## src/rtl/taq_pkg.sv

```systemverilog
package taq_pkg;

  localparam int TIME_W   = 32;
  localparam int OWNER_W  = 8;
  localparam int ALARM_W  = 4;
  localparam int KIND_W   = 3;
  localparam int STATUS_W = 2;

  localparam logic [KIND_W-1:0] KIND_REG       = 3'd0;
  localparam logic [KIND_W-1:0] KIND_DEREG     = 3'd1;
  localparam logic [KIND_W-1:0] KIND_DEREG_ALL = 3'd2;
  localparam logic [KIND_W-1:0] KIND_MOVE      = 3'd3;
  localparam logic [KIND_W-1:0] KIND_TICK      = 3'd4;

  localparam logic [STATUS_W-1:0] STATUS_OK        = 2'd0;
  localparam logic [STATUS_W-1:0] STATUS_NOT_FOUND = 2'd1;
  localparam logic [STATUS_W-1:0] STATUS_FULL      = 2'd2;

  // max alarms fired per tick word
  localparam int OUT_LIMIT = 16;
  localparam int BURST_W   = $clog2(OUT_LIMIT + 1);

  typedef struct packed {
    logic [TIME_W-1:0]  tstamp;
    logic [OWNER_W-1:0] owner;
    logic [ALARM_W-1:0] alarm;
  } entry_t;

  typedef enum logic [1:0] {
    CM_HOLD   = 2'd0,
    CM_KEEP   = 2'd1,
    CM_DROP   = 2'd2,
    CM_APPEND = 2'd3
  } cell_mode_t;

  typedef struct packed {
    cell_mode_t mode;
    entry_t     tail;
  } cell_cmd_t;

endpackage

```

## src/rtl/taq_cell.sv

```systemverilog
module taq_cell
  import taq_pkg::*;
#(
  parameter int QUEUE_DEPTH = 16,
  parameter int IDX = 0,
  localparam int CW = $clog2(QUEUE_DEPTH + 1)
) (
  input  logic          clk,
  input  cell_cmd_t     cmd,
  input  logic [CW-1:0] count,
  input  entry_t        right_in,
  output entry_t        ent
);

  localparam logic [CW-1:0] POS      = CW'(IDX);
  localparam logic [CW-1:0] POS_NEXT = CW'(IDX + 1);

  entry_t ent_r, ent_nxt;

  always_comb begin
    ent_nxt = ent_r;
    case (cmd.mode)
      CM_KEEP: begin
        if (POS_NEXT < count) begin
          ent_nxt = right_in;
        end else if (POS_NEXT == count) begin
          ent_nxt = cmd.tail;
        end
      end
      CM_DROP: begin
        if (POS_NEXT < count) begin
          ent_nxt = right_in;
        end
      end
      CM_APPEND: begin
        if (POS == count) begin
          ent_nxt = cmd.tail;
        end
      end
      default: begin
        ent_nxt = ent_r;
      end
    endcase
  end

  always_ff @(posedge clk) begin
    ent_r <= ent_nxt;
  end

  assign ent = ent_r;

endmodule

```

## src/rtl/timed_alarm_queue.sv

```systemverilog
// Sorted alarm queue, up to QUEUE_DEPTH entries in ascending trigger time.
// Input channel (in_*): one word per operation: register, deregister,
// deregister all of an owner, move, tick. Taken only while the block is idle.
// Output channel (out_*): one or more result words per input word, out_last
// set on the final one. A tick fires due alarms from the front, up to 16.
// Entries live in a row of cells that shift toward the head. Register,
// deregister and deregister-all rotate the occupied cells once through the
// head, register also adding the new entry. Move takes two passes, one
// to take the entry out and one to put it back. A tick loads one result
// per cycle into the output register while out_stall is low; a full-queue
// register or an unused kind goes straight from idle to S_FIN instead.
// The block takes the next word the cycle after the last result is loaded
// into the output register, even while that result is still stalled.
// Reset (rst_n low at a clock edge) empties the queue and drops any
// pending result. While out_stall is high the result word holds; a new word
// is still taken and processed, and the block then waits before loading
// its first result.
module timed_alarm_queue
  import taq_pkg::*;
#(
  parameter int QUEUE_DEPTH = 16
) (
  input  logic                clk,
  input  logic                rst_n,
  input  logic                in_valid,
  output logic                in_stall,
  input  logic [KIND_W-1:0]   in_kind,
  input  logic [OWNER_W-1:0]  in_owner,
  input  logic [ALARM_W-1:0]  in_alarm_id,
  input  logic [TIME_W-1:0]   in_time_req,
  output logic                out_valid,
  input  logic                out_stall,
  output logic                out_fired,
  output logic [OWNER_W-1:0]  out_fired_owner,
  output logic [ALARM_W-1:0]  out_fired_alarm_id,
  output logic [STATUS_W-1:0] out_status,
  output logic                out_last
);

  localparam int CW = $clog2(QUEUE_DEPTH + 1);

  typedef enum logic [3:0] {
    S_IDLE = 4'b0001,
    S_SCAN = 4'b0010,
    S_FIN  = 4'b0100,
    S_TICK = 4'b1000
  } state_t;

  state_t state_r, state_nxt;
  logic [KIND_W-1:0]   op_r, op_nxt;
  logic [OWNER_W-1:0]  own_r, own_nxt;
  logic [ALARM_W-1:0]  alm_r, alm_nxt;
  logic [TIME_W-1:0]   time_r, time_nxt;
  logic [CW-1:0]       n_r, n_nxt;
  logic [CW-1:0]       rem_r, rem_nxt;
  logic [BURST_W-1:0]  k_r, k_nxt;
  logic                ins_r, ins_nxt;
  logic                found_r, found_nxt;
  logic                phase2_r, phase2_nxt;
  logic [STATUS_W-1:0] status_r, status_nxt;

  logic                out_valid_r, out_valid_nxt;
  logic                out_fired_r;
  logic [OWNER_W-1:0]  out_owner_r;
  logic [ALARM_W-1:0]  out_alarm_r;
  logic [STATUS_W-1:0] out_status_r;
  logic                out_last_r;

  logic                res_load;
  logic                res_fired;
  logic [OWNER_W-1:0]  res_owner;
  logic [ALARM_W-1:0]  res_alarm;
  logic [STATUS_W-1:0] res_status;
  logic                res_last;

  entry_t    ent [QUEUE_DEPTH];
  cell_cmd_t cmd;
  entry_t    head;
  entry_t    new_item;
  logic      out_free;
  logic      drop;

  assign head     = ent[0];
  assign new_item = '{tstamp: time_r, owner: own_r, alarm: alm_r};
  assign out_free = !out_valid_r || !out_stall;
  assign drop     = (((op_r == KIND_DEREG) || (op_r == KIND_MOVE)) && !found_r &&
                     (head.owner == own_r) && (head.alarm == alm_r)) ||
                    ((op_r == KIND_DEREG_ALL) && (head.owner == own_r));

  assign in_stall = (state_r != S_IDLE);

  genvar g;
  generate
    for (g = 0; g < QUEUE_DEPTH; g++) begin : g_cell
      if (g == QUEUE_DEPTH - 1) begin : g_tail
        taq_cell #(.QUEUE_DEPTH(QUEUE_DEPTH), .IDX(g)) u_cell (
          .clk      (clk),
          .cmd      (cmd),
          .count    (n_r),
          .right_in (ent[g]),
          .ent      (ent[g])
        );
      end else begin : g_body
        taq_cell #(.QUEUE_DEPTH(QUEUE_DEPTH), .IDX(g)) u_cell (
          .clk      (clk),
          .cmd      (cmd),
          .count    (n_r),
          .right_in (ent[g+1]),
          .ent      (ent[g])
        );
      end
    end
  endgenerate

  always_comb begin
    state_nxt  = state_r;
    op_nxt     = op_r;
    own_nxt    = own_r;
    alm_nxt    = alm_r;
    time_nxt   = time_r;
    n_nxt      = n_r;
    rem_nxt    = rem_r;
    k_nxt      = k_r;
    ins_nxt    = ins_r;
    found_nxt  = found_r;
    phase2_nxt = phase2_r;
    status_nxt = status_r;
    cmd.mode   = CM_HOLD;
    cmd.tail   = head;
    res_load   = 1'b0;
    res_fired  = 1'b0;
    res_owner  = '0;
    res_alarm  = '0;
    res_status = STATUS_OK;
    res_last   = 1'b1;

    case (state_r)
      S_IDLE: begin
        if (in_valid) begin
          op_nxt     = in_kind;
          own_nxt    = in_owner;
          alm_nxt    = in_alarm_id;
          time_nxt   = in_time_req;
          rem_nxt    = n_r;
          k_nxt      = '0;
          ins_nxt    = 1'b0;
          found_nxt  = 1'b0;
          phase2_nxt = 1'b0;
          status_nxt = STATUS_OK;
          case (in_kind)
            KIND_REG: begin
              if (n_r == CW'(QUEUE_DEPTH)) begin
                status_nxt = STATUS_FULL;
                state_nxt  = S_FIN;
              end else begin
                ins_nxt   = 1'b1;
                state_nxt = S_SCAN;
              end
            end
            KIND_DEREG, KIND_DEREG_ALL, KIND_MOVE: begin
              state_nxt = S_SCAN;
            end
            KIND_TICK: begin
              state_nxt = S_TICK;
            end
            default: begin
              state_nxt = S_FIN;
            end
          endcase
        end
      end
      S_SCAN: begin
        if (rem_r != '0) begin
          if (ins_r && (head.tstamp > time_r)) begin
            cmd.mode = CM_APPEND;
            cmd.tail = new_item;
            n_nxt    = n_r + 1'b1;
            ins_nxt  = 1'b0;
          end else if (drop) begin
            cmd.mode  = CM_DROP;
            n_nxt     = n_r - 1'b1;
            rem_nxt   = rem_r - 1'b1;
            found_nxt = 1'b1;
          end else begin
            cmd.mode = CM_KEEP;
            rem_nxt  = rem_r - 1'b1;
          end
        end else if (ins_r) begin
          cmd.mode  = CM_APPEND;
          cmd.tail  = new_item;
          n_nxt     = n_r + 1'b1;
          ins_nxt   = 1'b0;
          state_nxt = S_FIN;
        end else if ((op_r == KIND_MOVE) && found_r && !phase2_r) begin
          // matching entry is out, now put it back at the new time
          phase2_nxt = 1'b1;
          ins_nxt    = 1'b1;
          rem_nxt    = n_r;
        end else begin
          if (((op_r == KIND_DEREG) || (op_r == KIND_MOVE)) && !found_r) begin
            status_nxt = STATUS_NOT_FOUND;
          end
          state_nxt = S_FIN;
        end
      end
      S_FIN: begin
        if (out_free) begin
          res_load   = 1'b1;
          res_status = status_r;
          state_nxt  = S_IDLE;
        end
      end
      S_TICK: begin
        if (out_free) begin
          res_load = 1'b1;
          if ((n_r != '0) && (head.tstamp <= time_r)) begin
            res_fired = 1'b1;
            res_owner = head.owner;
            res_alarm = head.alarm;
            res_last  = !((n_r > CW'(1)) && (ent[1].tstamp <= time_r)) ||
                        (k_r == BURST_W'(OUT_LIMIT - 1));
            cmd.mode  = CM_DROP;
            n_nxt     = n_r - 1'b1;
            k_nxt     = k_r + 1'b1;
          end
          if (res_last) begin
            state_nxt = S_IDLE;
          end
        end
      end
      default: begin
        state_nxt = S_IDLE;
      end
    endcase

    out_valid_nxt = out_valid_r && out_stall;
    if (res_load) begin
      out_valid_nxt = 1'b1;
    end
  end

  always_ff @(posedge clk) begin
    if (!rst_n) begin
      state_r     <= S_IDLE;
      op_r        <= KIND_REG;
      n_r         <= '0;
      rem_r       <= '0;
      k_r         <= '0;
      ins_r       <= 1'b0;
      found_r     <= 1'b0;
      phase2_r    <= 1'b0;
      status_r    <= STATUS_OK;
      out_valid_r <= 1'b0;
    end else begin
      state_r     <= state_nxt;
      op_r        <= op_nxt;
      n_r         <= n_nxt;
      rem_r       <= rem_nxt;
      k_r         <= k_nxt;
      ins_r       <= ins_nxt;
      found_r     <= found_nxt;
      phase2_r    <= phase2_nxt;
      status_r    <= status_nxt;
      out_valid_r <= out_valid_nxt;
    end
  end

  always_ff @(posedge clk) begin
    own_r  <= own_nxt;
    alm_r  <= alm_nxt;
    time_r <= time_nxt;
    if (res_load) begin
      out_fired_r  <= res_fired;
      out_owner_r  <= res_owner;
      out_alarm_r  <= res_alarm;
      out_status_r <= res_status;
      out_last_r   <= res_last;
    end
  end

  assign out_valid          = out_valid_r;
  assign out_fired          = out_fired_r;
  assign out_fired_owner    = out_owner_r;
  assign out_fired_alarm_id = out_alarm_r;
  assign out_status         = out_status_r;
  assign out_last           = out_last_r;

  a_count_bound: assert property (@(posedge clk) disable iff (!rst_n)
    n_r <= CW'(QUEUE_DEPTH))
    else $error("entry count above depth");

  a_busy_after_accept: assert property (@(posedge clk) disable iff (!rst_n)
    (in_valid && !in_stall) |=> (state_r != S_IDLE))
    else $error("accepted word not processed");

  a_head_sorted: assert property (@(posedge clk) disable iff (!rst_n)
    ((state_r == S_IDLE) && (n_r > CW'(1))) |-> (ent[0].tstamp <= ent[1].tstamp))
    else $error("queue head out of order");

  a_fired_ok: assert property (@(posedge clk) disable iff (!rst_n)
    (out_valid_r && out_fired_r) |-> (out_status_r == STATUS_OK))
    else $error("fired word with error status");

endmodule
```

## config.mk

```make
export PLATFORM = sky130hd
export DESIGN_NAME = timed_alarm_queue
export DESIGN_NICKNAME = d
export VERILOG_FILES = /design/src/rtl/taq_pkg.sv /design/src/rtl/taq_cell.sv /design/src/rtl/timed_alarm_queue.sv
export SDC_FILE = /design/constraint.sdc
export NUM_CORES = 2
export LEC_CHECK = 0
export BUFFER_PORTS_ARGS = -buffer_cell sky130_fd_sc_hd__buf_2
export CAP_MARGIN = 20
export CORE_ASPECT_RATIO = 0.5
export CORE_UTILIZATION = 53
export DETAILED_ROUTE_END_ITERATION = 7
export PLACE_DENSITY_LB_ADDON = 0.3
export SLEW_MARGIN = 0
export SYNTH_ARGS = -nofsm -noshare
export SYNTH_HDL_FRONTEND = slang
export SYNTH_SLANG_ARGS = --single-unit
export TNS_END_PERCENT = 50
```

## constraint.sdc

```tcl
create_clock -name clk -period 28.9 [get_ports clk]
set_clock_uncertainty 0.05 [all_clocks]
set_input_delay 2.89 -clock clk [delete_from_list [all_inputs] [get_ports clk]]
set_output_delay 2.89 -clock clk [all_outputs]
set_load 0.05 [all_outputs]
```

==> metrics.txt <==
status finished with violations; failing checks DRC; vias per cell 5.94; Post-Synthesis Cell Area around 36000 µm²; number of I/O pins 69; Total GRT Usage 21.6%; Final Instance Area just under 40000 µm²; first-pass GRT wire length 112000 µm; RSZ-0062 raised after global routing false; dpl hpwl 42000 µm; Die Ht 186 µm; Pwr Total between 2 and 2.5 mW; layout cells sized above 1 about two fifths; Syn Inst Count 2202; Max Cap Viol 0; Required @ worst endpoint 29.09 ns; H-tree depth 3; maximum vdd drop between 30 and 40 µV; placeable core area 65800 µm²; critical path class flop to flop; ANT cells 0; Yosys cell types 67; HP Start rem_r[1]; drt pass-1 iters 8; Initial Util between 50% and 60%; most frequent cells in the layout 764 x edfxtp_1, 661 x mux2_2, 85 x nand2_1, 72 x ha_1, 71 x clkbuf_16; Bufs on Longest Clock Path 3; Syn Nets 2325; top cell type's share of synthesized area ~64%; cell count of the worst reg-to-reg path 13; post_cts resized 0; share of the yosys chip area belonging to registers around two thirds; CP Data Arrival Time 6.19 ns; Final Max Slew Viols 0; crit share post-route 20.8%; row count 66; P&R area growth vs syn 10.1%; crit end category flop; gr ovfl total 0; R2R Path End g_cell[0].g_body.u_cell.ent[23]; M1 WL 32900 µm; ys async rst share 0%; Tmin final 6.00 ns; vias ~19000; P_leak 13.0 nW; Wirelength per Cell 22.9 µm; total CTS buffers just over 70; Util after Layout 59.7%; setup ws final 22.90 ns; port bufs 68; # nets final 2378; EDFF count, synth 764; root buffer cell clkbuf_16; Post-synth top flop edfxtp_1; met2 WL 33100 µm; placed standard-cell area 37100 µm²; pre-CTS WS 22.42 ns; latest clock arrival within the worst-skew pair 0.60 ns; gpl congestion 0.932; vias in the first global route 18700; Post-CTS Setup Bufs 0; R2R Path Start time_r[19]; worst hold path depth 2; commonest non-fill, non-tap cell in the layout edfxtp_1; crit path launch type flop; largest net degree at the start of global routing between 70 and 80; Power Density 58.6 nW/µm²; drt total wl 73100 µm; drt drc 14; ANT nets after route 0; Setup Viol. Count Final 0; Die Width 369 µm; worst rel slew slack 23.3%; total die area slightly below 70000 µm²; Met3 Wirelength 5180 µm; initial antenna violation count 0; Avg Synthesized Cell Area 16.2 µm²; top post-synthesis cells by area edfxtp_1 64%, mux2_2 21%, ha_1 2.5%, dfxtp_1 1.6%, nand2_1 0.89%; crit path max fanout 32; Hold Fails Final Rpt 0; number of DRC markers in iteration 0 1547; CTS hold repair buffers 0; max layer used met5; Synthesis Warnings 0; dominant cell type by area after synthesis edfxtp_1; Synth Register Bits 792; Worst Max-Slew Pin Slew between 1 and 1.5 ns; fmax 0.167 GHz; CTS sink cnt 792; WHS Endpoint rem_r[1]; Final TNS setup 0 ns; R2R setup slack 22.90 ns; CTS tree done; clock slew at reported path FFs 0.07 ns; HP Class flop to flop
[per-layer routing]
layer	vias to the layer above	track usage (%)
met2	515	33.7
met3	110	4.61
met1	9629	30.3
met4	2	6.71
li1	8710	-
met5	-	0.712
[critical path: stages (launching register included)]
cell and delay (ns):
edfxtp_1 0.37, inv_1 0.13, ha_1 0.27, a21oi_1 0.15, o21ai_0 0.17, a221oi_1 0.56
a21oi_1 0.44, a211oi_2 1.01, nand2_1 0.11, buf_4 0.32, inv_1 0.48, o41ai_1 0.21
a211oi_4 0.70, buf_4 0.55
[metrics by stage]
stage	hold slack, ns	cells
global route	0.454	3191
global placement	0.393	3049
floorplan	0.382	2202
CTS	0.421	3174
finish	0.423	3191
detailed placement	0.412	3049
[sequential cells by signal (all words and copies together) (netlist names), 3 cells and up]
| name | cells |
|---|---|
| k_r | 5 |
| time_r | 32 |
| state_r | 4 |
| g_cell.g_body.u_cell.ent | 660 |
| rem_r | 5 |
| g_cell.g_tail.u_cell.ent | 44 |
| own_r | 8 |
| alm_r | 4 |
| n_r | 5 |
| op_r | 3 |
| out_fired_alarm_id | 4 |
| out_fired_owner | 8 |
[where the power goes]
group | internal (mW) | switching (mW) | total (mW)
Clock | 0.493 | 0.407 | 0.900
Sequential | 1.27 | 0.00909 | 1.28
Combinational | 0.0470 | 0.0793 | 0.126
Total | 1.81 | 0.495 | 2.30
[cell type report]
cell class	count	area [µm²]
clock buffer	92	1870
clock inverter	33	277
fill	4881	26500
inverter	46	173
multi-input combinational	1218	11600
sequential	792	23500
tap	884	1110
timing repair buffer	126	776
[synthesized netlist by cell type (24+ instances only)]
library cell and count:
ha_1 72, mux2_2 661, o21ai_1 32, o21ai_0 24, a21oi_1 54, edfxtp_1 764
dfxtp_1 28, clkbuf_1 73, buf_2 50, nor2_1 38, nand2_1 85, inv_1 46
[worst max-delay path by stage]
stage	startpoint	to	slack [ns]	depth (start not counted)
5_1_grt	time_r[7]	g_cell[0].g_body.u_cell.ent[24]	22.65	13
3_5_place_dp	out_stall	g_cell[0].g_body.u_cell.ent[18]	22.42	11
4_1_cts	time_r[7]	g_cell[0].g_body.u_cell.ent[24]	22.99	13
2_1_floorplan	out_stall	g_cell[12].g_body.u_cell.ent[0]	17.22	7
6_report	time_r[19]	g_cell[0].g_body.u_cell.ent[23]	22.90	13
3_3_place_gp	out_stall	g_cell[0].g_body.u_cell.ent[17]	22.46	11
[cell families (layout without fill, tap and decap cells)]
group           count (synthesis)  after routing  synth area share (%)
compound gates                209            209                  4.09
xor+xnor                       16             16                 0.392
fa+ha+maj                      72             72                  2.52
buf+inv                       192            297                  2.42
flops                         792            792                  65.8
mux                           680            680                  21.4
simple gates                  241            241                  3.35
Power figures use the tool's default switching activity.
